==> src/rtl/integer_matrix_alu_assert.svh <==
// ----------------------------------------------------------------------------
// integer_matrix_alu assertion macros
// Concurrent assertion shorthands, compiled out when ASSERT_OFF is defined.
// ----------------------------------------------------------------------------
`ifndef INTEGER_MATRIX_ALU_ASSERT_SVH
`define INTEGER_MATRIX_ALU_ASSERT_SVH

`ifndef ASSERT_OFF
// same-cycle implication
`define IMA_ASSERT_IMPLY(lbl, clk, rst_n, ante, cons) \
  lbl: assert property (@(posedge clk) disable iff (!rst_n) (ante) |-> (cons)) \
    else $error("integer_matrix_alu: assertion failed");
// next-cycle implication
`define IMA_ASSERT_NEXT(lbl, clk, rst_n, ante, cons) \
  lbl: assert property (@(posedge clk) disable iff (!rst_n) (ante) |=> (cons)) \
    else $error("integer_matrix_alu: assertion failed");
`else
`define IMA_ASSERT_IMPLY(lbl, clk, rst_n, ante, cons)
`define IMA_ASSERT_NEXT(lbl, clk, rst_n, ante, cons)
`endif

`endif

==> src/rtl/ima_pkg.sv <==
// ----------------------------------------------------------------------------
// ima_pkg
// Shared constants, codes and controller/datapath interface types.
// ----------------------------------------------------------------------------
package ima_pkg;

  // matrix geometry and element width
  localparam int MaxDim    = 8;
  localparam int ElemWidth = 32;
  localparam int IdxW      = $clog2(MaxDim);
  localparam int AddrW     = 2 * IdxW;
  localparam int Depth     = 2 ** AddrW;
  localparam int DimW      = 4;
  localparam int CfgIdxW   = 3;
  localparam int CfgDataW  = 4;

  typedef enum logic [1:0] {
    ACT_LOAD_A  = 2'd0,
    ACT_LOAD_B  = 2'd1,
    ACT_COMPUTE = 2'd2,
    ACT_NONE    = 2'd3
  } ima_act_e;

  typedef enum logic [2:0] {
    OP_ADD = 3'd0,
    OP_SUB = 3'd1,
    OP_MUL = 3'd2,
    OP_INC = 3'd3,
    OP_DEC = 3'd4,
    OP_EQ  = 3'd5,
    OP_NE  = 3'd6,
    OP_RSV = 3'd7
  } ima_op_e;

  typedef enum logic [CfgIdxW-1:0] {
    CFG_A_ROWS = 3'd0,
    CFG_A_COLS = 3'd1,
    CFG_B_ROWS = 3'd2,
    CFG_B_COLS = 3'd3,
    CFG_OP     = 3'd4
  } ima_cfg_e;

  typedef enum logic [1:0] {
    KIND_ELEM = 2'd0,
    KIND_FLAG = 2'd1,
    KIND_ERR  = 2'd2
  } ima_kind_e;

  typedef enum logic [2:0] {
    ST_IDLE,
    ST_READ,
    ST_EXEC,
    ST_ACCUM,
    ST_EMIT,
    ST_FLAG,
    ST_ERROR
  } ima_state_e;

  // controller to datapath
  typedef struct packed {
    logic      wr_a;
    logic      wr_b;
    logic      start;
    logic      exec;
    logic      accum;
    logic      k_inc;
    logic      adv;
    logic      out_load;
    ima_kind_e kind;
  } ima_cmd_t;

  // datapath to controller
  typedef struct packed {
    ima_op_e op;
    logic    dim_err;
    logic    shape_same;
    logic    k_last;
    logic    ij_last;
    logic    out_free;
  } ima_sts_t;

  function automatic logic dim_ok(input logic [DimW-1:0] d);
    return (d != '0) && (d <= DimW'(MaxDim));
  endfunction

endpackage

==> src/rtl/ima_ctrl.sv <==
// ----------------------------------------------------------------------------
// ima_ctrl
// Sequencer: input handshake, compute walk over elements, result emission.
// ----------------------------------------------------------------------------
`include "integer_matrix_alu_assert.svh"

module ima_ctrl import ima_pkg::*; (
  input  logic       clk_i,
  input  logic       rst_ni,
  input  logic       in_valid_i,
  output logic       in_stall_o,
  input  logic [1:0] action_i,
  input  ima_sts_t   sts_i,
  output ima_cmd_t   cmd_o
);

  ima_state_e state_q, state_d;
  logic       is_cmp;
  logic       is_mul;

  assign is_cmp = (sts_i.op == OP_EQ) || (sts_i.op == OP_NE);
  assign is_mul = (sts_i.op == OP_MUL);

  // state register
  always_ff @(posedge clk_i or negedge rst_ni) begin
    if (!rst_ni) begin
      state_q <= ST_IDLE;
    end else begin
      state_q <= state_d;
    end
  end

  // next state and commands
  always_comb begin
    state_d    = state_q;
    cmd_o      = '0;
    cmd_o.kind = KIND_ELEM;
    in_stall_o = (state_q != ST_IDLE);
    unique case (state_q)
      ST_IDLE: begin
        if (in_valid_i) begin
          unique case (ima_act_e'(action_i))
            ACT_LOAD_A: cmd_o.wr_a = 1'b1;
            ACT_LOAD_B: cmd_o.wr_b = 1'b1;
            ACT_COMPUTE: begin
              cmd_o.start = 1'b1;
              priority if (sts_i.op == OP_RSV) begin
                state_d = ST_IDLE;
              end else if (sts_i.dim_err) begin
                state_d = ST_ERROR;
              end else if (is_cmp && !sts_i.shape_same) begin
                state_d = ST_FLAG;
              end else begin
                state_d = ST_READ;
              end
            end
            ACT_NONE: ;
            default: ;
          endcase
        end
      end
      ST_READ: state_d = ST_EXEC;
      ST_EXEC: begin
        cmd_o.exec = 1'b1;
        if (is_cmp) begin
          if (sts_i.ij_last) begin
            state_d = ST_FLAG;
          end else begin
            cmd_o.adv = 1'b1;
            state_d   = ST_READ;
          end
        end else begin
          state_d = ST_ACCUM;
        end
      end
      ST_ACCUM: begin
        cmd_o.accum = 1'b1;
        if (is_mul && !sts_i.k_last) begin
          cmd_o.k_inc = 1'b1;
          state_d     = ST_READ;
        end else begin
          state_d = ST_EMIT;
        end
      end
      ST_EMIT: begin
        if (sts_i.out_free) begin
          cmd_o.out_load = 1'b1;
          if (sts_i.ij_last) begin
            state_d = ST_IDLE;
          end else begin
            cmd_o.adv = 1'b1;
            state_d   = ST_READ;
          end
        end
      end
      ST_FLAG: begin
        if (sts_i.out_free) begin
          cmd_o.out_load = 1'b1;
          cmd_o.kind     = KIND_FLAG;
          state_d        = ST_IDLE;
        end
      end
      ST_ERROR: begin
        if (sts_i.out_free) begin
          cmd_o.out_load = 1'b1;
          cmd_o.kind     = KIND_ERR;
          state_d        = ST_IDLE;
        end
      end
      default: state_d = ST_IDLE;
    endcase
  end

  // reserved operation code yields no work
  `IMA_ASSERT_NEXT(a_rsv_idle, clk_i, rst_ni, cmd_o.start && sts_i.op == OP_RSV, state_q == ST_IDLE)
  // a result is only loaded into a free output register
  `IMA_ASSERT_IMPLY(a_load_free, clk_i, rst_ni, cmd_o.out_load, sts_i.out_free)
  // element emission either finishes or starts the next element read
  `IMA_ASSERT_NEXT(a_emit_next, clk_i, rst_ni, state_q == ST_EMIT && sts_i.out_free, state_q == ST_IDLE || state_q == ST_READ)

endmodule

==> config.mk <==
export PLATFORM = sky130hd
export DESIGN_NAME = ima_ctrl
export DESIGN_NICKNAME = d
export VERILOG_FILES = /design/src/rtl/ima_pkg.sv /design/src/rtl/ima_ctrl.sv
export VERILOG_INCLUDE_DIRS = /design/src /design/src/rtl
export SDC_FILE = /design/constraint.sdc
export NUM_CORES = 1
export LEC_CHECK = 0
export ABC_AREA = 1
export BUFFER_PORTS_ARGS = -buffer_cell sky130_fd_sc_hd__buf_4
export CAP_MARGIN = 20
export CORE_MARGIN = 5
export CORE_UTILIZATION = 30
export DETAILED_ROUTE_END_ITERATION = 8
export PLACE_DENSITY = 0.59
export SYNTH_ARGS = -nofsm -noshare
export SYNTH_HDL_FRONTEND = slang
export SYNTH_SLANG_ARGS = --single-unit
==> constraint.sdc <==
create_clock -name clk_i -period 1.1 [get_ports clk_i]
set_input_delay 0.055 -clock clk_i [delete_from_list [all_inputs] [get_ports clk_i]]
set_output_delay 0.055 -clock clk_i [all_outputs]
set_load 0.05 [all_outputs]
==> results of run 1 <==
==> worst max path at each step <==
stage | start | endpoint | slack, ns | cells after the start
2_1_floorplan | state_q[0]$_DFFE_PN0P_ | state_q[2]$_DFFE_PN0P_ | -0.24 | 9
3_3_place_gp | state_q[1]$_DFFE_PN0P_ | state_q[1]$_DFFE_PN0P_ | -0.13 | 7
3_5_place_dp | state_q[0]$_DFFE_PN0P_ | state_q[1]$_DFFE_PN0P_ | -0.13 | 8
4_1_cts | state_q[1]$_DFFE_PN0P_ | cmd_o[0] | -0.26 | 4
5_1_grt | state_q[1]$_DFFE_PN0P_ | cmd_o[7] | -0.34 | 5
6_report | state_q[1]$_DFFE_PN0P_ | cmd_o[7] | -0.29 | 5
==> cell usage after synthesis <==
cell | n | share of area (%)
inv_2 | 3 | 2.9
a21oi_1 | 1 | 1.3
nor3_1 | 4 | 5.1
nand3_1 | 3 | 3.8
nand4_1 | 2 | 3.2
inv_1 | 11 | 11
nand2_4 | 1 | 2.9
nand3_2 | 2 | 5.1
nor2_2 | 2 | 3.2
nor2_1 | 9 | 8.6
nand3b_1 | 1 | 1.9
nand2_2 | 5 | 8.0
nand2_1 | 20 | 19
o21ai_1 | 2 | 2.5
dfrtp_1 | 3 | 19
nor2_4 | 1 | 2.9
==> metrics by stage <==
stage          utilization, %  cell area (sq um)
2_1_floorplan               -                463
3_3_place_gp             58.7                744
3_5_place_dp             58.7                744
4_1_cts                  74.0                938
5_1_grt                  78.8               1000
6_report                 78.8               1000
==> logic make-up (layout without fill, tap and decap cells) <==
kind of cell / after synthesis / in the layout / synth area share (%)
buffers and inverters: 14 / 64 / 13.4
and+or+nand+nor: 50 / 50 / 63.7
AOI/OAI and AO/OA: 3 / 3 / 3.82
DFF: 3 / 3 / 19.1
==> cell type report <==
type,instances,area [sq um],share of cell area (%)
Clock buffer,4,26.3,2.63
Inverter,14,58.8,5.88
Multi-Input combinational cell,53,368,36.8
Sequential cell,3,78.8,7.88
Tap cell,15,18.8,1.88
Timing Repair Buffer,46,449,44.9
==> layer usage <==
metal | vias up | track usage (%)
li1 | 316 | -
met1 | 287 | 19.5
met2 | 17 | 30.8
met3 | 0 | 3.52
met4 | 0 | 6.82
met5 | - | 0
==> critical path, stage by stage, from the launching register on <==
cell,delay [ns]
dfrtp_2,0.44
nor2_4,0.17
nand2_4,0.11
buf_6,0.14
nor2_4,0.09
buf_8,0.15
==> power breakdown <==
group / internal [mW] / switching [mW] / total (mW)
registers: 0.172 / 0.0942 / 0.266
clock network: 0.136 / 0.0585 / 0.195
logic: 0.973 / 1.07 / 2.05
total: 1.28 / 1.23 / 2.51
==> timing repair <==
item / 4_1_cts / 5_1_grt
endpoints found under the setup margin: 14 / 14
setup buffers: 7 / 4
gates resized for setup: 29 / 10
hold buffers: 1 / 0
pin swaps: 9 / 9
hold endpoints to repair: 3 / 0
==> summary.md, run 1 <==
| Metric | Value |
|---|---|
| Outcome | `finished, violations left` |
| Failing checks | `setup timing` |
| # rows | `13` |
| Final #Nets | `between 100 and 150` |
| CP required | `around 1.0 ns` |
| Synth-to-Final Area Change | `154%` |
| CTS buffer count | `3` |
| DP Worst Slack | `-0.133 ns` |
| Crit. End Element | `output port` |
| GRT Total Usage | `around 17%` |
| Initial Util | `31.0%` |
| Post-Place Cells | `120` |
| Pwr Total | `around 2.5 mW` |
| Clock slew at reported path FFs | `~0.04 ns` |
| Fin crit period | `between 1 and 1.5 ns` |
| Most frequent cells in the layout | `buf_4 (24), nand2_1 (18), buf_6 (15)` |
| Biggest regs | `state_q (3)` |
| Detail Route met3 WL | `98 microns` |
| Post-Syn Nets | `83` |
| Clock Sinks | `3` |
| Post-route ant nets | `0` |
| Die footprint | `2130 sq um` |
| I/O Buffers | `23` |
| MaxCap Viol Count | `0` |
| Max Slew Vio Count | `0` |
| CTS tree | `built` |
| Drt via density | `4.59` |
| Final hold violation count | `0` |
| FF-to-FF Start | `state_q[2]$_DFFE_PN0P_` |
| Post-synthesis sequential area ratio | `between 10% and 20%` |
| Vias | `620` |
| Initial antenna violation count | `0` |
| Slew @ Worst Pin | `between 0.3 and 0.4 ns` |
| Drt drc | `0` |
| Max layer used | `met3` |
| Critical path type | `reg -> out` |
| Htree depth | `1` |
| Pwr/cell area | `about 2500 nW/um^2` |
| DR iter-0 viols | `4` |
| Clock Latency Late Sink | `roughly 0.24 ns` |
| Layout cell share with drive strength beyond 1 | `about 67%` |
| First-pass GRT wire length | `2.68 mm` |
| Metal-1 WL | `about 580 microns` |
| Fillcell total | `95` |
| Max reg flops | `3` |
| Worst R2R Setup Slack | `-0.19 ns` |
| Mean post-synth cell area | `5.61 sq um` |
| Top Ports | `24` |
| Final GP Congestion | `around 0.75` |
| CP Launch Type | `flop` |
| Total Routed Length | `between 1.5 and 2 mm` |
| Die height | `~46 microns` |
| Worst r2r dst | `state_q[2]$_DFFE_PN0P_` |
| Fmax | `~720 MHz` |
| Largest reg by FF count | `state_q` |
| Critical-path maximum fanout | `5` |
| Total congestion overflow | `0` |
| Largest net degree at the start of global routing | `6` |
| Ant. Diodes | `0` |
| Syn Std Cell Area | `393 sq um` |
| Most common cell after layout, fill and taps aside | `buf_4` |
| FF+latch count, synth | `3` |
| CTS Root Buffer Type | `clkbuf_4` |
| Met2 WL | `about 900 microns` |
| Synth warn | `0` |
| Distinct cell type count after synthesis | `16` |
| RSZ-0062 raised after global routing | `yes` |
| Max VDD drop | `between 0.0015 and 0.002 V` |
| Fin crit share | `126%` |
| Vias in the first global route | `611` |
| Core Region | `around 1300 sq um` |
| Skew final | `between 0.006 and 0.007 ns` |
| Crit path DAT | `~1.3 ns` |
| TNS Setup | `-2.83 ns` |
| Avg WL per Cell | `roughly 12 microns` |
| Max clock buf depth | `2` |
| P_leak | `around 0.51 nW` |
| Final non-filler cell total | `135` |
| HPWL after detailed placement | `~990 microns` |
| PnR worst setup slack | `-0.290 ns` |
| First-pass iteration count of the detailed router | `2` |
| Final Setup Violations | `14` |
| Min-Delay Path Class | `in -> async` |
| Max-slew headroom | `between 70% and 80%` |
| Die Wd | `between 40 and 50 microns` |
| WHS | `roughly 0.14 ns` |
| R2R depth | `9` |
| Syn Inst Count | `70` |
No activity file was read; power rests on OpenSTA's default activity.
==> run 2, diff against run 1 <==
CORE_AREA = 5 5 42 44   (was not set)
CORE_MARGIN = not set   (was 5)
CORE_UTILIZATION = not set   (was 30)
DIE_AREA = 0 0 47 49   (was not set)
PLACE_DENSITY = 0.55   (was 0.59)
clock period = 1.58 ns   (was 1.1 ns; I/O delays follow)
==> summary.md, run 2 (synthesized netlist as in run 1, its figures left out) <==
| Metric | Value |
|---|---|
| Initial antenna violation count | `0` |
| Internal power | `between 400 and 500 uW` |
| DR iter-0 viols | `5` |
| DP Worst Slack | `roughly 0.32 ns` |
| HPWL after detailed placement | `901 microns` |
| PnR worst setup slack | `between 0.1 and 0.15 ns` |
| Top Ports | `24` |
| Largest reg by FF count | `state_q` |
| Crit. End Element | `output port` |
| Crit. Startpoint | `state_q[1]$_DFFE_PN0P_` |
| GRT Total Usage | `about a tenth` |
| TNS Setup | `0 ns` |
| First-pass iteration count of the detailed router | `4` |
| Die height | `~49 microns` |
| Final Setup Violations | `0` |
| Biggest regs | `state_q (3)` |
| Critical path type | `reg -> out` |
| MaxCap Viol Count | `0` |
| First-pass GRT wire length | `about 1.9 mm` |
| Skew final | `about 0.0045 ns` |
| Core Region | `1400 sq um` |
| Drt drc | `0` |
| CTS Root Buffer Type | `clkbuf_4` |
| Clock Sinks | `3` |
| Max VDD drop | `a little over 0.0008 V` |
| Sw power | `about 600 uW` |
| Min-Delay Path Class | `in -> async` |
| Total Routed Length | `between 1 and 1.5 mm` |
| RSZ-0062 raised after global routing | `no` |
| Fin crit share | `91.8%` |
| Total congestion overflow | `0` |
| Crit path DAT | `roughly 1.4 ns` |
| Max clock buf depth | `2` |
| Clock Latency Late Sink | `approximately 0.23 ns` |
| CP required | `~1.5 ns` |
| Vias in the first global route | `between 500 and 600` |
| Seq pwr share | `a little under a fifth` |
| Die footprint | `2300 sq um` |
| Die Wd | `around 47 microns` |
| Final hold violation count | `0` |
| Post-route ant nets | `0` |
| P_leak | `around 0.36 nW` |
| Outcome | `finished clean` |
| Ant. Diodes | `0` |
| Clk network pwr share | `between 10 and 15%` |
| Pwr/cell area | `approximately 1600 nW/um^2` |
| Final #Nets | `112` |
| Most frequent cells in the layout | `buf_4 (23), nand2_1 (20), inv_1 (11)` |
| # rows | `14` |
| Max-slew headroom | `80.6%` |
| Drt via density | `4.47` |
| CTS tree | `built` |
| Max Slew Vio Count | `0` |
| Comb power frac | `69.1%` |
| Final GP Congestion | `approximately 0.74` |
| Vias | `slightly above 500` |
| Initial Util | `28.0%` |
| Critical-path maximum fanout | `7` |
| Sw frac | `58.0%` |
| Fin crit period | `1.45 ns` |
| Htree depth | `1` |
| I/O Buffers | `23` |
| Max reg flops | `3` |
| Avg WL per Cell | `around 9 microns` |
| Fin util | `around 44%` |
| FF-to-FF Start | `state_q[1]$_DFFE_PN0P_` |
| Layout cell share with drive strength beyond 1 | `between 40% and 50%` |
| Clock slew at reported path FFs | `0.04 ns` |
| Pwr Total | `just over 1 mW` |
| CTS resizes | `0` |
| Most common cell after layout, fill and taps aside | `buf_4` |
| Slew @ Worst Pin | `slightly below 0.3 ns` |
| CTS buffer count | `3` |
| Fmax | `between 600 and 700 MHz` |
| CP Launch Type | `flop` |
| Synth-to-Final Area Change | `58.3%` |
| Largest net degree at the start of global routing | `8` |
==> run 2: final timing paths <==
| kind | end | cells after the start | slack, ns |
|---|---|---|---|
| max reg2reg | state_q[1]$_DFFE_PN0P_ | 8 | 0.33 |
| min in group clk_i | state_q[2]$_DFFE_PN0P_ | 3 | 0.19 |
| min reg2reg | state_q[0]$_DFFE_PN0P_ | 2 | 0.61 |
| min | state_q[2]$_DFFE_PN0P_ | 2 | 0.18 |
| max | cmd_o[9] | 4 | 0.13 |
| max in group asynchronous | state_q[0]$_DFFE_PN0P_ | 2 | 1.30 |
==> run 2: critical path: stages, from the launching register on <==
cell     delay, ns
dfrtp_1       0.46
nor2_2        0.20
nand2_4       0.10
nor3_1        0.15
buf_4         0.23
==> run 2: layout make-up <==
class / instances / area [sq um]
flip-flops and latches: 3 / 75.1
fillers: 162 / 779
clock buffers: 4 / 26.3
inverters: 14 / 52.6
multi-input cells: 53 / 265
repair buffers: 24 / 183
well taps: 16 / 20.0
==> run 2: per-layer routing <==
layer / vias up / track usage (%) / part of all wire, %
met5: - / 0 / 0
li1: 271 / - / -
met4: 0 / 4.15 / 0
met1: 226 / 12.6 / 43
met3: 0 / 2.21 / 4.9
met2: 13 / 17.2 / 52
==> run 2: power groups by stage <==
stage	Clock, mW	Sequential, mW	Combinational (mW)
5_1_grt	0.149	0.192	0.766
6_report	0.131	0.184	0.702
3_5_place_dp	0	0.185	0.709
2_1_floorplan	0	0.171	0.533
3_3_place_gp	0	0.181	0.705
4_1_cts	0.137	0.184	0.713
==> run 2: per-stage QoR <==
step                cell area [sq um]  std cells  hold WS [ns]
finish                            622        114         0.183
global route                      622        114         0.195
CTS                               622        114         0.181
detailed placement                586        109        -0.131
global placement                  586        109        -0.131
floorplan                         393         70        -0.217
==> run 2: what timing repair did <==
action | CTS | global route
endpoints found under the hold margin | 3 | 0
setup buffers | 0 | 0
hold buffers | 1 | 0
==> run 3, diff against run 2 <==
--- a/config.mk
+++ b/config.mk
@@ -11,6 +11,7 @@
 export CAP_MARGIN = 20
-export CORE_AREA = 5 5 42 44
+export CORE_AREA = 2 2 39 41
 export DETAILED_ROUTE_END_ITERATION = 8
-export DIE_AREA = 0 0 47 49
+export DIE_AREA = 0 0 41 43
 export PLACE_DENSITY = 0.55
+export REMOVE_ABC_BUFFERS = 1
 export SYNTH_ARGS = -nofsm -noshare
==> constraint.sdc (replaced) <==
create_clock -name clk_i -period 1.58 [get_ports clk_i]
set_input_delay 0.316 -clock clk_i [delete_from_list [all_inputs] [get_ports clk_i]]
set_output_delay 0.316 -clock clk_i [all_outputs]
set_load 0.05 [all_outputs]
==> summary.md, run 3 (synthesized netlist as in run 1, its figures left out) <==
| Metric | Value |
|---|---|
| Outcome | `finished clean` |
| Die height | `around 43 microns` |
| Most frequent cells in the layout | `buf_4 (24), nand2_1 (19), inv_1 (9), nor2_1 (9), nand2_2 (6)` |
| Skew final | `0.00555 ns` |
| Avg WL per Cell | `between 8 and 9 microns` |
| Slew @ Worst Pin | `0.197 ns` |
| Fmax | `639 MHz` |
| Total congestion overflow | `0` |
| First-pass GRT wire length | `1.89 mm` |
| Final #Nets | `about 120` |
| Sw frac | `54.4%` |
| Comb power frac | `~73%` |
| Htree depth | `1` |
| Max VDD drop | `between 0.001 and 0.0015 V` |
| Post-route ant nets | `0` |
| Initial antenna violation count | `0` |
| Critical path type | `reg -> out` |
| Vias | `527` |
| Die Wd | `between 40 and 50 microns` |
| Min-Delay Path Class | `in -> reg` |
| CTS buffer count | `3` |
| Fin crit share | `between 90 and 100%` |
| Total Routed Length | `around 1.1 mm` |
| GRT Total Usage | `15.1%` |
| Top Ports | `24` |
| First-pass iteration count of the detailed router | `4` |
| Pwr/cell area | `between 1500 and 2000 nW/um^2` |
| Max Slew Vio Count | `0` |
| Drt drc | `0` |
| Most common cell after layout, fill and taps aside | `buf_4` |
| Final non-filler cell total | `121` |
| # rows | `14` |
| CTS Root Buffer Type | `clkbuf_4` |
| Synth-to-Final Area Change | `93.3%` |
| Pwr Total | `roughly 1.2 mW` |
| P_leak | `approximately 0.41 nW` |
| Largest reg by FF count | `state_q` |
| Max stage delay on crit path | `roughly 0.43 ns` |
| Initial Util | `between 20% and 30%` |
| Max reg flops | `3` |
| Largest net degree at the start of global routing | `8` |
| Die footprint | `between 1500 and 2000 sq um` |
| Clock slew at reported path FFs | `roughly 0.040 ns` |
| CTS tree | `built` |
| Critical path cell sequence | `nor2_4 -> buf_6 -> nand4_1 -> nand2_2 -> buf_8` |
| HPWL after detailed placement | `797 microns` |
| CP Launch Type | `flop` |
| Max-slew headroom | `approximately 87%` |
| Critical-path maximum fanout | `4` |
| Drt via density | `approximately 4.4` |
| DR iter-0 viols | `5` |
| Ant. Diodes | `0` |
| Clk network pwr share | `approximately a tenth` |
| Sw power | `a little under 700 uW` |
| Max clock buf depth | `2` |
| Crit. End Element | `output port` |
| Crit path max-delay cell type | `dfrtp_2` |
| Final Setup Violations | `0` |
| Layout cell share with drive strength beyond 1 | `between 50% and 60%` |
| Vias in the first global route | `between 500 and 600` |
| Clock Sinks | `3` |
| Biggest regs | `state_q (3)` |
| Fin crit period | `around 1.6 ns` |
| Core Region | `around 1400 sq um` |
| Crit path DAT | `around 1.3 ns` |
| Internal power | `around 560 uW` |
| I/O Buffers | `23` |
| MaxCap Viol Count | `0` |
| Seq pwr share | `16.0%` |
| Post-Place Cells | `110` |
| RSZ-0062 raised after global routing | `yes` |
| Clock Latency Late Sink | `0.23 ns` |
| Final hold violation count | `0` |
| Final GP Congestion | `around 0.75` |
| CP required | `1.26 ns` |
## run 3: final timing paths
path	from	end	slack, ns	cells past startpoint
setup reg to reg	state_q[0]$_DFFE_PN0P_	state_q[1]$_DFFE_PN0P_	0.37	8
max in group asynchronous	rst_ni	state_q[1]$_DFFE_PN0P_	1.02	2
hold reg to reg	state_q[1]$_DFFE_PN0P_	state_q[1]$_DFFE_PN0P_	0.60	2
setup / recovery	state_q[0]$_DFFE_PN0P_	cmd_o[3]	0.02	5
hold / removal	sts_i[0]	state_q[2]$_DFFE_PN0P_	0.42	3
min in group asynchronous	rst_ni	state_q[2]$_DFFE_PN0P_	0.44	2
## run 3: metrics by stage
stage               hold slack (ns)  area, sq um  setup TNS, ns  worst slack (ns)  util, %
global placement              0.106          593              0             0.140     42.9
CTS                           0.402          716              0           0.00123     51.7
global route                  0.439          759         -0.256           -0.0641     54.9
detailed placement            0.107          593              0             0.139     42.9
floorplan                    0.0204          393          -2.23            -0.602        -
finish                        0.416          759              0            0.0151     54.9
## run 3: critical path: cells and delay by family (launching register included)
family	cells	cell delay, ns
buf+inv	2	0.25
flops	1	0.43
simple gates	3	0.33
## run 3: power by group through the flow
| stage | sequential (mW) | combinational, mW | clock, mW |
|---|---|---|---|
| 2_1_floorplan | 0.171 | 0.533 | 0 |
| 3_3_place_gp | 0.181 | 0.709 | 0 |
| 3_5_place_dp | 0.180 | 0.708 | 0 |
| 4_1_cts | 0.191 | 0.862 | 0.138 |
| 5_1_grt | 0.206 | 0.987 | 0.146 |
| 6_report | 0.197 | 0.907 | 0.132 |
## run 3: cell type report
type / instances / area [sq um]
clock buffers: 4 / 26.3
fillers: 138 / 624
inverters: 14 / 52.6
multi-input cells: 53 / 317
flip-flops and latches: 3 / 78.8
well taps: 16 / 20.0
repair buffers: 31 / 265
## run 3: layer usage
| metal | up-vias | global-route usage, % | part of all wire (%) |
|---|---|---|---|
| met2 | 14 | 25.0 | 52 |
| li1 | 285 | - | - |
| met1 | 228 | 18.7 | 42 |
| met4 | 0 | 6.00 | 0 |
| met3 | 0 | 1.57 | 5.3 |
| met5 | - | 0 | 0 |
## run 3: timing repair
item,4_1_cts,5_1_grt
cloned,0,0
buffers inserted,6,0
pin swaps,3,3
hold buffers,1,0
setup endpoints to repair,6,6
endpoints found under the hold margin,3,0
resized for setup,13,10
